File: src/rtl/core/calendar_clock_step_core_defines.svh
// assertion macros for the calendar clock core
// depends on: nothing; users provide clk_i and rst_ni in scope
`ifndef CALENDAR_CLOCK_STEP_CORE_DEFINES_SVH
`define CALENDAR_CLOCK_STEP_CORE_DEFINES_SVH

// property that must hold at every clock edge out of reset
`define CCS_ASSERT(lbl, prop, msg) \
  lbl: assert property (@(posedge clk_i) disable iff (!rst_ni) (prop)) else $error(msg);

// consequent must hold in the cycle after the antecedent
`define CCS_ASSERT_NEXT(lbl, ante, cons, msg) \
  lbl: assert property (@(posedge clk_i) disable iff (!rst_ni) (ante) |=> (cons)) \
    else $error(msg);

`endif

File: src/rtl/core/ccs_pkg.sv
// shared types, constants and calendar helpers for the calendar clock core
// depends on: nothing
package ccs_pkg;

  localparam int unsigned FUNC_W  = 2;
  localparam int unsigned YEAR_W  = 14;
  localparam int unsigned MONTH_W = 4;
  localparam int unsigned DAY_W   = 5;
  localparam int unsigned HOUR_W  = 5;
  localparam int unsigned MIN_W   = 6;
  localparam int unsigned SEC_W   = 6;

  localparam logic [YEAR_W-1:0]  YEAR_TOP  = YEAR_W'(9999);
  localparam logic [MONTH_W-1:0] MONTH_JAN = MONTH_W'(1);
  localparam logic [MONTH_W-1:0] MONTH_FEB = MONTH_W'(2);
  localparam logic [MONTH_W-1:0] MONTH_DEC = MONTH_W'(12);
  localparam logic [DAY_W-1:0]   DAY_FIRST = DAY_W'(1);
  localparam logic [DAY_W-1:0]   DAY_LAST  = DAY_W'(31);
  localparam logic [DAY_W-1:0]   FEB_LEAP  = DAY_W'(29);
  localparam logic [HOUR_W-1:0]  HOUR_TOP  = HOUR_W'(23);
  localparam logic [MIN_W-1:0]   MIN_TOP   = MIN_W'(59);
  localparam logic [SEC_W-1:0]   SEC_TOP   = SEC_W'(59);

  // year / 100 as (year * 5243) >> 19, exact for any 14-bit year
  localparam int unsigned DIV100_SHIFT = 19;
  localparam int unsigned DIV100_Q_W   = 8;
  localparam int unsigned DIV100_P_W   = DIV100_SHIFT + DIV100_Q_W;
  localparam logic [DIV100_P_W-1:0] DIV100_RECIP = DIV100_P_W'(5243);

  // indexed by month directly, unused codes read zero
  localparam logic [DAY_W-1:0] MONTH_LEN [16] = '{
    DAY_W'(0),  DAY_W'(31), DAY_W'(28), DAY_W'(31), DAY_W'(30), DAY_W'(31),
    DAY_W'(30), DAY_W'(31), DAY_W'(31), DAY_W'(30), DAY_W'(31), DAY_W'(30),
    DAY_W'(31), DAY_W'(0),  DAY_W'(0),  DAY_W'(0)
  };

  typedef enum logic [FUNC_W-1:0] {
    FUNC_FWD  = 2'd0,
    FUNC_BACK = 2'd1,
    FUNC_LOAD = 2'd2
  } ccs_func_e;

  typedef struct packed {
    logic [YEAR_W-1:0]  year;
    logic [MONTH_W-1:0] month;
    logic [DAY_W-1:0]   day;
    logic [HOUR_W-1:0]  hour;
    logic [MIN_W-1:0]   minute;
    logic [SEC_W-1:0]   second;
  } ccs_time_t;

  typedef struct packed {
    logic [FUNC_W-1:0] func;
    ccs_time_t         load;
    logic              load_leap;
  } ccs_req_t;

  function automatic logic ccs_leap(input logic [YEAR_W-1:0] y);
    logic [DIV100_P_W-1:0] prod;
    logic [DIV100_Q_W-1:0] q;
    logic [YEAR_W:0]       q100;
    logic                  div100;
    prod   = DIV100_P_W'(y) * DIV100_RECIP;
    q      = prod[DIV100_SHIFT +: DIV100_Q_W];
    // q * 100 = q*64 + q*32 + q*4
    q100   = (YEAR_W+1)'({q, 6'b0}) + (YEAR_W+1)'({q, 5'b0}) + (YEAR_W+1)'({q, 2'b0});
    div100 = (q100 == {1'b0, y});
    return (y[1:0] == 2'b00) && (!div100 || (q[1:0] == 2'b00));
  endfunction

  function automatic logic [DAY_W-1:0] ccs_month_len(input logic [MONTH_W-1:0] m,
                                                     input logic leap);
    if ((m == MONTH_FEB) && leap) begin
      return FEB_LEAP;
    end
    return MONTH_LEN[m];
  endfunction

endpackage

File: src/rtl/core/ccs_req_if.sv
// request channel of the calendar clock core: command and load fields
// depends on: ccs_pkg
interface ccs_req_if import ccs_pkg::*; ();
  logic               valid;
  logic               ready;
  logic [FUNC_W-1:0]  func;
  logic [YEAR_W-1:0]  load_year;
  logic [MONTH_W-1:0] load_month;
  logic [DAY_W-1:0]   load_day;
  logic [HOUR_W-1:0]  load_hour;
  logic [MIN_W-1:0]   load_minute;
  logic [SEC_W-1:0]   load_second;

  modport source(output valid, func, load_year, load_month, load_day, load_hour,
                 load_minute, load_second, input ready);
  modport sink(input valid, func, load_year, load_month, load_day, load_hour,
               load_minute, load_second, output ready);
endinterface

File: src/rtl/core/ccs_rsp_if.sv
// response channel of the calendar clock core: current date and time
// depends on: ccs_pkg
interface ccs_rsp_if import ccs_pkg::*; ();
  logic               valid;
  logic               ready;
  logic [YEAR_W-1:0]  cur_year;
  logic [MONTH_W-1:0] cur_month;
  logic [DAY_W-1:0]   cur_day;
  logic [HOUR_W-1:0]  cur_hour;
  logic [MIN_W-1:0]   cur_minute;
  logic [SEC_W-1:0]   cur_second;

  modport source(output valid, cur_year, cur_month, cur_day, cur_hour, cur_minute,
                 cur_second, input ready);
  modport sink(input valid, cur_year, cur_month, cur_day, cur_hour, cur_minute,
               cur_second, output ready);
endinterface

File: src/rtl/core/ccs_in_reg.sv
// input register of the calendar clock core, with leap flag of the load year
// depends on: ccs_pkg, ccs_req_if
module ccs_in_reg import ccs_pkg::*; (
  input  logic      clk_i,
  input  logic      rst_ni,
  ccs_req_if.sink   req_i,
  input  logic      pop_i,
  output logic      vld_o,
  output ccs_req_t  req_o
);

  logic     vld_q, vld_d;
  ccs_req_t req_q, req_d;
  logic     take;

  assign req_i.ready = !vld_q || pop_i;
  assign take        = req_i.valid && req_i.ready;

  always_comb begin
    vld_d = vld_q;
    req_d = req_q;
    if (take) begin
      vld_d               = 1'b1;
      req_d.func          = req_i.func;
      req_d.load.year     = req_i.load_year;
      req_d.load.month    = req_i.load_month;
      req_d.load.day      = req_i.load_day;
      req_d.load.hour     = req_i.load_hour;
      req_d.load.minute   = req_i.load_minute;
      req_d.load.second   = req_i.load_second;
      req_d.load_leap     = ccs_leap(req_i.load_year);
    end else if (pop_i) begin
      vld_d = 1'b0;
    end
  end

  always_ff @(posedge clk_i or negedge rst_ni) begin
    if (!rst_ni) begin
      vld_q <= 1'b0;
    end else begin
      vld_q <= vld_d;
    end
  end

  always_ff @(posedge clk_i) begin
    req_q <= req_d;
  end

  assign vld_o = vld_q;
  assign req_o = req_q;

endmodule

File: src/rtl/core/ccs_step.sv
// next date and time for one request: one-second step forward or back, or load
// depends on: ccs_pkg
module ccs_step import ccs_pkg::*; (
  input  ccs_req_t  req_i,
  input  ccs_time_t cur_i,
  input  logic      leap_i,
  output ccs_time_t nxt_o
);

  logic [DAY_W-1:0]   len;
  logic [DAY_W-1:0]   prev_len;
  logic [MONTH_W-1:0] prev_month;
  logic               month_ok;

  assign month_ok   = (cur_i.month >= MONTH_JAN) && (cur_i.month <= MONTH_DEC);
  assign prev_month = cur_i.month - MONTH_W'(1);
  assign len        = ccs_month_len(cur_i.month, leap_i);
  assign prev_len   = ccs_month_len(prev_month, leap_i);

  always_comb begin
    nxt_o = cur_i;
    unique case (ccs_func_e'(req_i.func))
      FUNC_FWD: begin
        if (cur_i.second != SEC_TOP) begin
          nxt_o.second = cur_i.second + SEC_W'(1);
        end else if (cur_i.minute != MIN_TOP) begin
          nxt_o.second = '0;
          nxt_o.minute = cur_i.minute + MIN_W'(1);
        end else if (cur_i.hour != HOUR_TOP) begin
          nxt_o.second = '0;
          nxt_o.minute = '0;
          nxt_o.hour   = cur_i.hour + HOUR_W'(1);
        end else begin
          nxt_o.second = '0;
          nxt_o.minute = '0;
          nxt_o.hour   = '0;
          // a day past the month length leaves the date alone
          if (month_ok) begin
            if (cur_i.day < len) begin
              nxt_o.day = cur_i.day + DAY_W'(1);
            end else if (cur_i.day == len) begin
              nxt_o.day = DAY_FIRST;
              if (cur_i.month == MONTH_DEC) begin
                nxt_o.month = MONTH_JAN;
                nxt_o.year  = (cur_i.year >= YEAR_TOP) ? '0 : cur_i.year + YEAR_W'(1);
              end else begin
                nxt_o.month = cur_i.month + MONTH_W'(1);
              end
            end
          end
        end
      end
      FUNC_BACK: begin
        if (cur_i.second != '0) begin
          nxt_o.second = cur_i.second - SEC_W'(1);
        end else if (cur_i.minute != '0) begin
          nxt_o.second = SEC_TOP;
          nxt_o.minute = cur_i.minute - MIN_W'(1);
        end else if (cur_i.hour != '0) begin
          nxt_o.second = SEC_TOP;
          nxt_o.minute = MIN_TOP;
          nxt_o.hour   = cur_i.hour - HOUR_W'(1);
        end else begin
          nxt_o.second = SEC_TOP;
          nxt_o.minute = MIN_TOP;
          nxt_o.hour   = HOUR_TOP;
          // day zero leaves the date alone
          if (month_ok) begin
            if (cur_i.day > DAY_FIRST) begin
              nxt_o.day = cur_i.day - DAY_W'(1);
            end else if (cur_i.day == DAY_FIRST) begin
              if (cur_i.month == MONTH_JAN) begin
                nxt_o.year  = (cur_i.year == '0) ? YEAR_TOP : cur_i.year - YEAR_W'(1);
                nxt_o.month = MONTH_DEC;
                nxt_o.day   = DAY_LAST;
              end else begin
                nxt_o.month = prev_month;
                nxt_o.day   = prev_len;
              end
            end
          end
        end
      end
      FUNC_LOAD: begin
        nxt_o = req_i.load;
      end
      default: begin
        nxt_o = cur_i;
      end
    endcase
  end

endmodule

File: src/rtl/core/calendar_clock_step_core.sv
// top level of the calendar clock core: input register, step logic, time register
// depends on: ccs_pkg, ccs_req_if, ccs_rsp_if, ccs_in_reg, ccs_step, defines header
//
// Usage:
//   req_i carries one request per valid/ready handshake: func selects a step
//   forward one second, a step back one second, or a load of all six load_
//   fields (stored unchecked). An unused func code leaves the time unchanged.
//   rsp_o returns exactly one response per request, in order: the date and
//   time after that request.
//   A taken request waits in the input register until it is committed to the
//   time register, and its response is valid from then on. Throughput is one
//   request per cycle while rsp_o does not stall; the rate is set by the single
//   step of next-state logic between the input register and the time register,
//   which also serves as the response register.
//   The leap flag of the current year is kept in a register; a load sets it
//   from the load year, otherwise it follows the year in the cycle after.
//   Reset: 0000-01-01 00:00:00, no request or response pending.
//   When rsp_o stalls, the response holds, one more request can wait in the
//   input register, and req_i.ready then drops until the response is taken.
`include "calendar_clock_step_core_defines.svh"

module calendar_clock_step_core import ccs_pkg::*; (
  input  logic      clk_i,
  input  logic      rst_ni,
  ccs_req_if.sink   req_i,
  ccs_rsp_if.source rsp_o
);

  logic      s1_vld;
  ccs_req_t  s1_req;
  logic      commit;
  logic      out_vld_q, out_vld_d;
  logic      leap_q, leap_d;
  ccs_time_t time_q, time_d;
  ccs_time_t step_nxt;

  assign commit = s1_vld && (!out_vld_q || rsp_o.ready);

  ccs_in_reg u_in_reg (
    .clk_i  (clk_i),
    .rst_ni (rst_ni),
    .req_i  (req_i),
    .pop_i  (commit),
    .vld_o  (s1_vld),
    .req_o  (s1_req)
  );

  ccs_step u_step (
    .req_i  (s1_req),
    .cur_i  (time_q),
    .leap_i (leap_q),
    .nxt_o  (step_nxt)
  );

  always_comb begin
    time_d    = commit ? step_nxt : time_q;
    out_vld_d = commit ? 1'b1 : (rsp_o.ready ? 1'b0 : out_vld_q);
    // a year change by a step lands in january or december, where the
    // registered lag of the leap flag behind the year is never looked at
    if (commit && (s1_req.func == FUNC_LOAD)) begin
      leap_d = s1_req.load_leap;
    end else begin
      leap_d = ccs_leap(time_q.year);
    end
  end

  always_ff @(posedge clk_i or negedge rst_ni) begin
    if (!rst_ni) begin
      out_vld_q     <= 1'b0;
      leap_q        <= 1'b1;
      time_q.year   <= '0;
      time_q.month  <= MONTH_JAN;
      time_q.day    <= DAY_FIRST;
      time_q.hour   <= '0;
      time_q.minute <= '0;
      time_q.second <= '0;
    end else begin
      out_vld_q <= out_vld_d;
      leap_q    <= leap_d;
      time_q    <= time_d;
    end
  end

  assign rsp_o.valid      = out_vld_q;
  assign rsp_o.cur_year   = time_q.year;
  assign rsp_o.cur_month  = time_q.month;
  assign rsp_o.cur_day    = time_q.day;
  assign rsp_o.cur_hour   = time_q.hour;
  assign rsp_o.cur_minute = time_q.minute;
  assign rsp_o.cur_second = time_q.second;

  `CCS_ASSERT(a_leap_track,
    ((time_q.month == MONTH_JAN) || (time_q.month == MONTH_DEC) ||
     (leap_q == ccs_leap(time_q.year))),
    "leap flag does not match current year")
  `CCS_ASSERT_NEXT(a_commit_rsp, commit, out_vld_q, "committed request has no response")
  `CCS_ASSERT_NEXT(a_time_hold, !commit, $stable(time_q), "time changed without a request")
  `CCS_ASSERT_NEXT(a_sec_fwd,
    commit && (s1_req.func == FUNC_FWD) && (time_q.second < SEC_TOP),
    (time_q.second == $past(time_q.second) + SEC_W'(1)) && (time_q.minute == $past(time_q.minute)),
    "plain forward step did not advance the second")

endmodule
File: src/flat_wrapper.sv
// flat-port wrapper written by rule: the top's interface ports become plain ports
module calendar_clock_step_core_flat import ccs_pkg::*;
  (clk_i, rst_ni, req_i_valid, req_i_func, req_i_load_year, req_i_load_month, req_i_load_day, req_i_load_hour, req_i_load_minute, req_i_load_second, req_i_ready, rsp_o_valid, rsp_o_cur_year, rsp_o_cur_month, rsp_o_cur_day, rsp_o_cur_hour, rsp_o_cur_minute, rsp_o_cur_second, rsp_o_ready);
  ccs_req_if req_i_i ();
  ccs_rsp_if rsp_o_i ();
  input  logic clk_i;
  input  logic rst_ni;
  input wire logic [$bits(req_i_i.valid)-1:0] req_i_valid;
  input wire logic [$bits(req_i_i.func)-1:0] req_i_func;
  input wire logic [$bits(req_i_i.load_year)-1:0] req_i_load_year;
  input wire logic [$bits(req_i_i.load_month)-1:0] req_i_load_month;
  input wire logic [$bits(req_i_i.load_day)-1:0] req_i_load_day;
  input wire logic [$bits(req_i_i.load_hour)-1:0] req_i_load_hour;
  input wire logic [$bits(req_i_i.load_minute)-1:0] req_i_load_minute;
  input wire logic [$bits(req_i_i.load_second)-1:0] req_i_load_second;
  output wire logic [$bits(req_i_i.ready)-1:0] req_i_ready;
  output wire logic [$bits(rsp_o_i.valid)-1:0] rsp_o_valid;
  output wire logic [$bits(rsp_o_i.cur_year)-1:0] rsp_o_cur_year;
  output wire logic [$bits(rsp_o_i.cur_month)-1:0] rsp_o_cur_month;
  output wire logic [$bits(rsp_o_i.cur_day)-1:0] rsp_o_cur_day;
  output wire logic [$bits(rsp_o_i.cur_hour)-1:0] rsp_o_cur_hour;
  output wire logic [$bits(rsp_o_i.cur_minute)-1:0] rsp_o_cur_minute;
  output wire logic [$bits(rsp_o_i.cur_second)-1:0] rsp_o_cur_second;
  input wire logic [$bits(rsp_o_i.ready)-1:0] rsp_o_ready;
  assign req_i_i.valid = req_i_valid;
  assign req_i_i.func = req_i_func;
  assign req_i_i.load_year = req_i_load_year;
  assign req_i_i.load_month = req_i_load_month;
  assign req_i_i.load_day = req_i_load_day;
  assign req_i_i.load_hour = req_i_load_hour;
  assign req_i_i.load_minute = req_i_load_minute;
  assign req_i_i.load_second = req_i_load_second;
  assign req_i_ready = req_i_i.ready;
  assign rsp_o_valid = rsp_o_i.valid;
  assign rsp_o_cur_year = rsp_o_i.cur_year;
  assign rsp_o_cur_month = rsp_o_i.cur_month;
  assign rsp_o_cur_day = rsp_o_i.cur_day;
  assign rsp_o_cur_hour = rsp_o_i.cur_hour;
  assign rsp_o_cur_minute = rsp_o_i.cur_minute;
  assign rsp_o_cur_second = rsp_o_i.cur_second;
  assign rsp_o_i.ready = rsp_o_ready;
  calendar_clock_step_core u_core (.clk_i(clk_i), .rst_ni(rst_ni), .req_i(req_i_i), .rsp_o(rsp_o_i));
endmodule
File: config.mk
export PLATFORM = sky130hd
export DESIGN_NAME = calendar_clock_step_core_flat
export DESIGN_NICKNAME = d
export VERILOG_FILES = /design/src/rtl/core/ccs_pkg.sv /design/src/rtl/core/ccs_req_if.sv /design/src/rtl/core/ccs_rsp_if.sv /design/src/rtl/core/ccs_in_reg.sv /design/src/rtl/core/ccs_step.sv /design/src/rtl/core/calendar_clock_step_core.sv /design/src/flat_wrapper.sv
export VERILOG_INCLUDE_DIRS = /design/src /design/src/rtl/core
export SDC_FILE = /design/constraint.sdc
export NUM_CORES = 1
export LEC_CHECK = 0
export ABC_AREA = 1
export BUFFER_PORTS_ARGS = -buffer_cell sky130_fd_sc_hd__buf_2
export CORE_ASPECT_RATIO = 0.5
export CORE_MARGIN = 3
export CORE_UTILIZATION = 34
export CTS_CLUSTER_DIAMETER = 200
export DETAILED_ROUTE_END_ITERATION = 7
export SLEW_MARGIN = 20
export SYNTH_ARGS = -nofsm -noshare
export SYNTH_HDL_FRONTEND = slang
export SYNTH_SLANG_ARGS = --single-unit
File: constraint.sdc
create_clock -name clk_i -period 6.6 [get_ports clk_i]
set_input_delay 0.33 -clock clk_i [delete_from_list [all_inputs] [get_ports clk_i]]
set_output_delay 0.33 -clock clk_i [all_outputs]
set_load 0.01 [all_outputs]
==> results of run 1 <==
==> state kept, by name, summed over array words and instances (netlist names) <==
| register | flops |
|---|---|
| u_core.rsp_o.cur_second | 6 |
| u_core.rsp_o.cur_year | 14 |
| u_core.rsp_o.valid | 1 |
| u_core.u_in_reg.req_o | 43 |
| u_core.u_in_reg.vld_o | 1 |
| u_core.rsp_o.cur_day | 5 |
| u_core.rsp_o.cur_month | 4 |
| u_core.rsp_o.cur_hour | 5 |
| u_core.leap_q | 1 |
| u_core.rsp_o.cur_minute | 6 |
==> synthesized netlist by cell type, drive strengths merged (14+ instances only) <==
| library cell | n | area share (%) |
|---|---|---|
| a21oi | 93 | 3.2 |
| nand4 | 26 | 1.1 |
| fa | 136 | 19 |
| nor3 | 16 | 0.67 |
| o21ai | 101 | 3.7 |
| nand3 | 93 | 3.2 |
| ha | 273 | 24 |
| dfrtp | 40 | 6.9 |
| inv | 365 | 9.5 |
| nand2 | 312 | 8.3 |
| xor2 | 46 | 2.8 |
| edfxtp | 43 | 9.0 |
| nor2 | 82 | 2.3 |
| clkbuf | 14 | 0.36 |
==> per-stage QoR <==
| step | instances | TNS [ns] |
|---|---|---|
| 4_1_cts | 2620 | 0 |
| 3_3_place_gp | 2602 | -0.326 |
| 3_5_place_dp | 2602 | -0.508 |
| 2_1_floorplan | 1750 | 0 |
| 6_report | 2641 | 0 |
| 5_1_grt | 2641 | -0.517 |
==> routing by layer <==
layer,vias to the layer above,share of wire (%)
li1,6311,-
met1,5973,49
met2,220,47
met3,39,3.2
met4,0,1.4
met5,-,0
==> worst paths after layout <==
check                      slack [ns]                         to  depth (start not counted)                       from
setup / recovery                 0.11              u_core.leap_q                         34  u_core.rsp_o.cur_year[10]
hold reg to reg                  0.58         u_core.rsp_o.valid                          2         u_core.rsp_o.valid
setup reg to reg                 0.11              u_core.leap_q                         34  u_core.rsp_o.cur_year[10]
min in group clk_i               0.15   u_core.u_in_reg.req_o[6]                          1       req_i_load_second[5]
max in group asynchronous        6.14   u_core.rsp_o.cur_year[4]                          1                     rst_ni
hold / removal                  0.004  u_core.rsp_o.cur_month[2]                          1                     rst_ni
==> final cells by class <==
cell class,count,area (sq um)
inverters,367,1390
multi-input cells,1276,11400
well taps,567,709
flip-flops and latches,86,2380
repair buffers,329,2370
clock inverters,7,91.3
clock buffers,9,225
fillers,4012,22600
==> critical path: cells and delay by family, from the launching register on <==
kind,cells,cell delay (ns)
flops,1,0.47
simple gates,16,1.35
compound gates,1,0.12
xor+xnor,1,0.13
buf+inv,7,0.52
fa+ha+maj,9,3.82
==> kinds of logic (layout without fill, tap and decap cells) <==
family | count (synthesis) | after routing | share of synthesized area (%)
and+or+nand+nor | 557 | 557 | 17.2
adders and majority gates | 409 | 409 | 42.6
buffers and inverters | 388 | 712 | 10.3
AOI/OAI and AO/OA | 252 | 252 | 9.93
DFF | 86 | 86 | 16.5
xor gates and xnor gates | 58 | 58 | 3.52
==> timing repair <==
action / in CTS / in global routing
gates cloned: 0 / 0
gates resized for setup: 17 / 193
pin swaps: 10 / 125
buffers inserted: 2 / 21
setup endpoints to repair: 2 / 2
==> impl_metrics.env, run 1 <==
export IMPL_status="completed"
export IMPL_cts_root_buf="clkbuf_16"
export IMPL_first_pass_iters=7
export IMPL_final_area_sq_mm=0.0185
export IMPL_num_rows=52
export IMPL_path_clk_slew_ns=0.08
export IMPL_crit_type="flip-flop to flip-flop"
export IMPL_dpl_cell_area_sq_mm=0.0171
export IMPL_num_io_pins=88
export IMPL_crit_arrival_ns=6.76
export IMPL_final_common_cell="inv_1"
export IMPL_die_h_microns=152
export IMPL_cts_tree="yes"
export IMPL_area_growth_pct=28.7
export IMPL_period_minus_slack_ns=6.49
export IMPL_place_gp_congestion=0.871
export IMPL_dpl_hpwl_mm=33.0
export IMPL_synthCells=1750
export IMPL_num_vias=12543
export IMPL_drive_gt1_share_pct=26.8
export IMPL_post_drt_wl_per_cell_microns=15.1
export IMPL_hp_class="input pin to async pin"
export IMPL_die_area_sq_mm=0.0450
export IMPL_start_kind="flip-flop"
export IMPL_timing_final_hold_violations=0
export IMPL_cts_sinks=86
export IMPL_diodes=0
export IMPL_slew_headroom_pct=47.7
export IMPL_cts_buffers=9
export IMPL_start_util_pct=35.0
export IMPL_vias_per_cell=4.75
export IMPL_hold_ws_ns=0.00405
export IMPL_synth_nets=2205
export IMPL_synth_distinct_cells=57
export IMPL_critPathRequiredTime_ns=6.88
export IMPL_syn_cell_area_sq_mm=0.0144
export IMPL_met1_usage_pct=24.9
export IMPL_track_usage_pct=17.4
export IMPL_grt_max_degree=44
export IMPL_postCtsHoldBufs=0
export IMPL_avgSynthCellArea_sq_um=8.24
export IMPL_grt_use_met3_pct=1.35
export IMPL_clock_fmax_mhz=154
export IMPL_die_w_microns=297
export IMPL_max_stage_delay_ns=0.57
export IMPL_grt_met2_usage_pct=29.5
export IMPL_drtIter0Drc=669
export IMPL_port_buffers=87
export IMPL_place_ws_ns=-0.396
export IMPL_synthArstFlopShare_pct=50.0
export IMPL_fin_skew_ns=0.0145
export IMPL_grt_overflow=0
export IMPL_finalWorstSetupSlack_ns=0.113
export IMPL_clk_latency_ns=0.35
export IMPL_synth_edf_count=43
export IMPL_grt_pass1_vias=12213
export IMPL_core_area_sq_mm=0.0411
export IMPL_htreeDepth=3
export IMPL_synth_seq_cells=86
export IMPL_clock_path_buffers=2
export IMPL_final_core_util_pct=45.1
export IMPL_crit_top_cell="inv_2"
export IMPL_rsz0062_at_grt="true"
export IMPL_cp_max_fo=5
export IMPL_grt_pass1_wl_mm=63.3
export IMPL_cpMaxStageDelayCell="fa_1"
export IMPL_fin_crit_sh_pct=98.3
export IMPL_yosys_warnings=0
export IMPL_slew_viol_final=0
export IMPL_worst_pin_slew_ns=0.784
export IMPL_drcViolationCount=0
export IMPL_final_nets=2524
export IMPL_finalSetupViolCount=0
export IMPL_drt_total_wl_mm=39.8
export IMPL_busiest_layer="met2"
export IMPL_end_kind="flip-flop"
export IMPL_antenna_found_initial=0
export IMPL_drtAntennaViolNets=0
export IMPL_yosysSeqAreaShare_pct=16.5
export IMPL_cap_violations=0
export IMPL_final_cell_mix="inv_1, nand2_1, buf_4"
export IMPL_synthFlopType="edfxtp_1"
Power of run 1 is not shown: default switching activity piles up to over one toggle a cycle in this logic, so the estimate is an artifact.
==> run 2, diff against run 1 <==
--- a/config.mk
+++ b/config.mk
@@ -10,9 +10,11 @@
 export BUFFER_PORTS_ARGS = -buffer_cell sky130_fd_sc_hd__buf_2
 export CORE_ASPECT_RATIO = 0.5
 export CORE_MARGIN = 3
-export CORE_UTILIZATION = 34
+export CORE_UTILIZATION = 58
 export CTS_CLUSTER_DIAMETER = 200
 export DETAILED_ROUTE_END_ITERATION = 7
+export PLACE_DENSITY = 0.8
+export SETUP_SLACK_MARGIN = 0.02
 export SLEW_MARGIN = 20
 export SYNTH_ARGS = -nofsm -noshare
 export SYNTH_HDL_FRONTEND = slang
==> run 2 against run 1 <==
The flow now finishes with violations (hold timing, setup timing). Flip-flop and latch count is the same. Count of clock-buffer cells in the layout unchanged. Register-to-register slack got worse by 0.20 ns. Non-clock buffer count decreased by 12. Worst hold slack worse by 0.025 ns. Via count increased by 5.7%. Sequential share of layout area up 0.54 points. Worst setup slack got worse by 0.20 ns. Clock skew grew 0.0014 ns. Global-route usage increased by 12 points. Critical path type unchanged.
==> impl_metrics.env, run 2 (same netlist as run 1, synthesis figures left out) <==
export IMPL_path_clk_slew_ns=0.07
export IMPL_num_io_pins=88
export IMPL_violations="hold timing, setup timing"
export IMPL_cts_sinks=86
export IMPL_status="complete, but fails checks"
export IMPL_final_cell_mix="inv_1, nand2_1, ha_1"
export IMPL_die_h_microns=117
export IMPL_reg2reg_depth=35
export IMPL_max_stage_delay_ns=0.58
export IMPL_cap_violations=0
export IMPL_final_common_cell="inv_1"
export IMPL_post_drt_wl_per_cell_microns=17.0
export IMPL_slew_viol_final=0
export IMPL_r2r_end="u_core.leap_q"
export IMPL_largest_reg_flops=43
export IMPL_drt_total_wl_mm=40.8
export IMPL_start_kind="flip-flop"
export IMPL_worst_pin_slew_ns=0.780
export IMPL_fin_crit_sh_pct=101
export IMPL_track_usage_pct=29.2
export IMPL_diodes=0
export IMPL_drtAntennaViolNets=0
export IMPL_drcViolationCount=0
export IMPL_end_kind="flip-flop"
export IMPL_fin_skew_ns=0.0159
export IMPL_cts_buffers=9
export IMPL_cpMaxStageDelayCell="fa_2"
export IMPL_hold_ws_ns=-0.0205
export IMPL_timing_final_hold_violations=27
export IMPL_num_rows=40
export IMPL_crit_type="flip-flop to flip-flop"
export IMPL_met1_usage_pct=38.0
export IMPL_cts_root_buf="clkbuf_16"
export IMPL_postCtsHoldBufs=0
export IMPL_final_nets=2512
export IMPL_grt_met2_usage_pct=51.1
export IMPL_rsz0062_at_grt="true"
export IMPL_clock_path_buffers=2
export IMPL_grt_pass1_wl_mm=63.5
export IMPL_grt_max_degree=44
export IMPL_die_w_microns=229
export IMPL_port_buffers=87
export IMPL_grt_pass1_vias=13008
export IMPL_critPathRequiredTime_ns=6.89
export IMPL_num_vias=13264
export IMPL_dpl_hpwl_mm=31.8
export IMPL_drtIter0Drc=1011
export IMPL_finalSetupViolCount=1
export IMPL_slew_headroom_pct=48.0
export IMPL_finalWorstSetupSlack_ns=-0.0881
export IMPL_cts_tree="yes"
export IMPL_drive_gt1_share_pct=24.2
export IMPL_busiest_layer="met2"
export IMPL_first_pass_iters=6
export IMPL_start_util_pct=59.5
export IMPL_clk_latency_ns=0.36
export IMPL_clock_fmax_mhz=150
export IMPL_ff2ff_setup_slack_ns=-0.09
export IMPL_grt_overflow=0
export IMPL_r2r_start="u_core.rsp_o.cur_year[11]"
export IMPL_area_growth_pct=23.6
export IMPL_die_area_sq_mm=0.0269
export IMPL_cp_max_fo=5
export IMPL_crit_arrival_ns=6.97
export IMPL_antenna_found_initial=0
export IMPL_htreeDepth=3
export IMPL_vias_per_cell=5.53
export IMPL_hp_class="input pin to async pin"
export IMPL_core_area_sq_mm=0.0242
export IMPL_place_gp_congestion=0.924
export IMPL_grt_use_met3_pct=3.26
export IMPL_period_minus_slack_ns=6.69
run 2: changes by cell type in the layout (fill, tap and decap cells not counted), moves of 5 or more:
| cell | delta |
|---|---|
| inv_1 | +11 |
| ha_1 | +23 |
| fa_1 | +8 |
| ha_4 | -20 |
| fa_2 | -8 |
| a21oi_2 | -5 |
| inv_2 | -9 |
| buf_4 | -11 |
| buf_6 | -6 |
| buf_2 | +8 |
run 2: metal layers:
metal | wire (microns) | vias up
met4 | 1450 | 0
met5 | 0 | -
li1 | - | 6287
met2 | 20100 | 497
met3 | 2460 | 112
met1 | 16800 | 6368
run 2: how the worst max path moves through the flow:
stage | startpoint | to | slack, ns | cells past startpoint
finish | u_core.rsp_o.cur_year[11] | u_core.leap_q | -0.09 | 35
global route | u_core.rsp_o.cur_year[11] | u_core.leap_q | -0.34 | 35
CTS | u_core.rsp_o.cur_year[10] | u_core.leap_q | 0.02 | 28
detailed placement | req_i_load_year[11] | u_core.u_in_reg.req_o[0] | -0.47 | 32
global placement | req_i_load_year[11] | u_core.u_in_reg.req_o[0] | -0.23 | 32
floorplan | u_core.rsp_o.cur_year[4] | u_core.leap_q | 0.12 | 32
run 2: critical path, delay by kind of cell, from the launching register on:
| kind | cells | cell delay [ns] |
|---|---|---|
| AO/OA/AOI/OAI | 1 | 0.15 |
| XOR/XNOR | 1 | 0.14 |
| adder cells (fa/ha/maj) | 9 | 3.61 |
| buffers and inverters | 7 | 0.63 |
| flip-flops | 1 | 0.47 |
| AND/OR/NAND/NOR | 17 | 1.62 |
run 2: what timing repair did:
item | in CTS | in global routing
gates resized for setup | 43 | 97
pin swaps | 31 | 86
setup buffers | 14 | 20
endpoints found under the setup margin | 2 | 2
run 2: stage by stage:
| stage | utilization (%) | instance area, sq um | TNS, ns | setup WS (ns) | cells |
|---|---|---|---|---|---|
| final | 73.5 | 17800 | -0.0881 | -0.0881 | 2398 |
| after global routing | 73.5 | 17800 | -0.666 | -0.342 | 2398 |
| after CTS | 71.3 | 17300 | 0 | 0.0242 | 2380 |
| after detailed placement | 68.7 | 16600 | -0.576 | -0.467 | 2350 |
| after global placement | 68.7 | 16600 | -0.230 | -0.230 | 2350 |
| after floorplan | - | 14400 | 0 | 0.119 | 1750 |
run 2: final cells by class:
type | count | area (sq um)
clock buffers | 9 | 225
clock inverters | 7 | 97.6
fillers | 1747 | 6410
inverters | 367 | 1380
multi-input cells | 1276 | 11100
flip-flops and latches | 86 | 2380
well taps | 336 | 420
repair buffers | 317 | 2210
Power of run 2 is left out for the same reason.
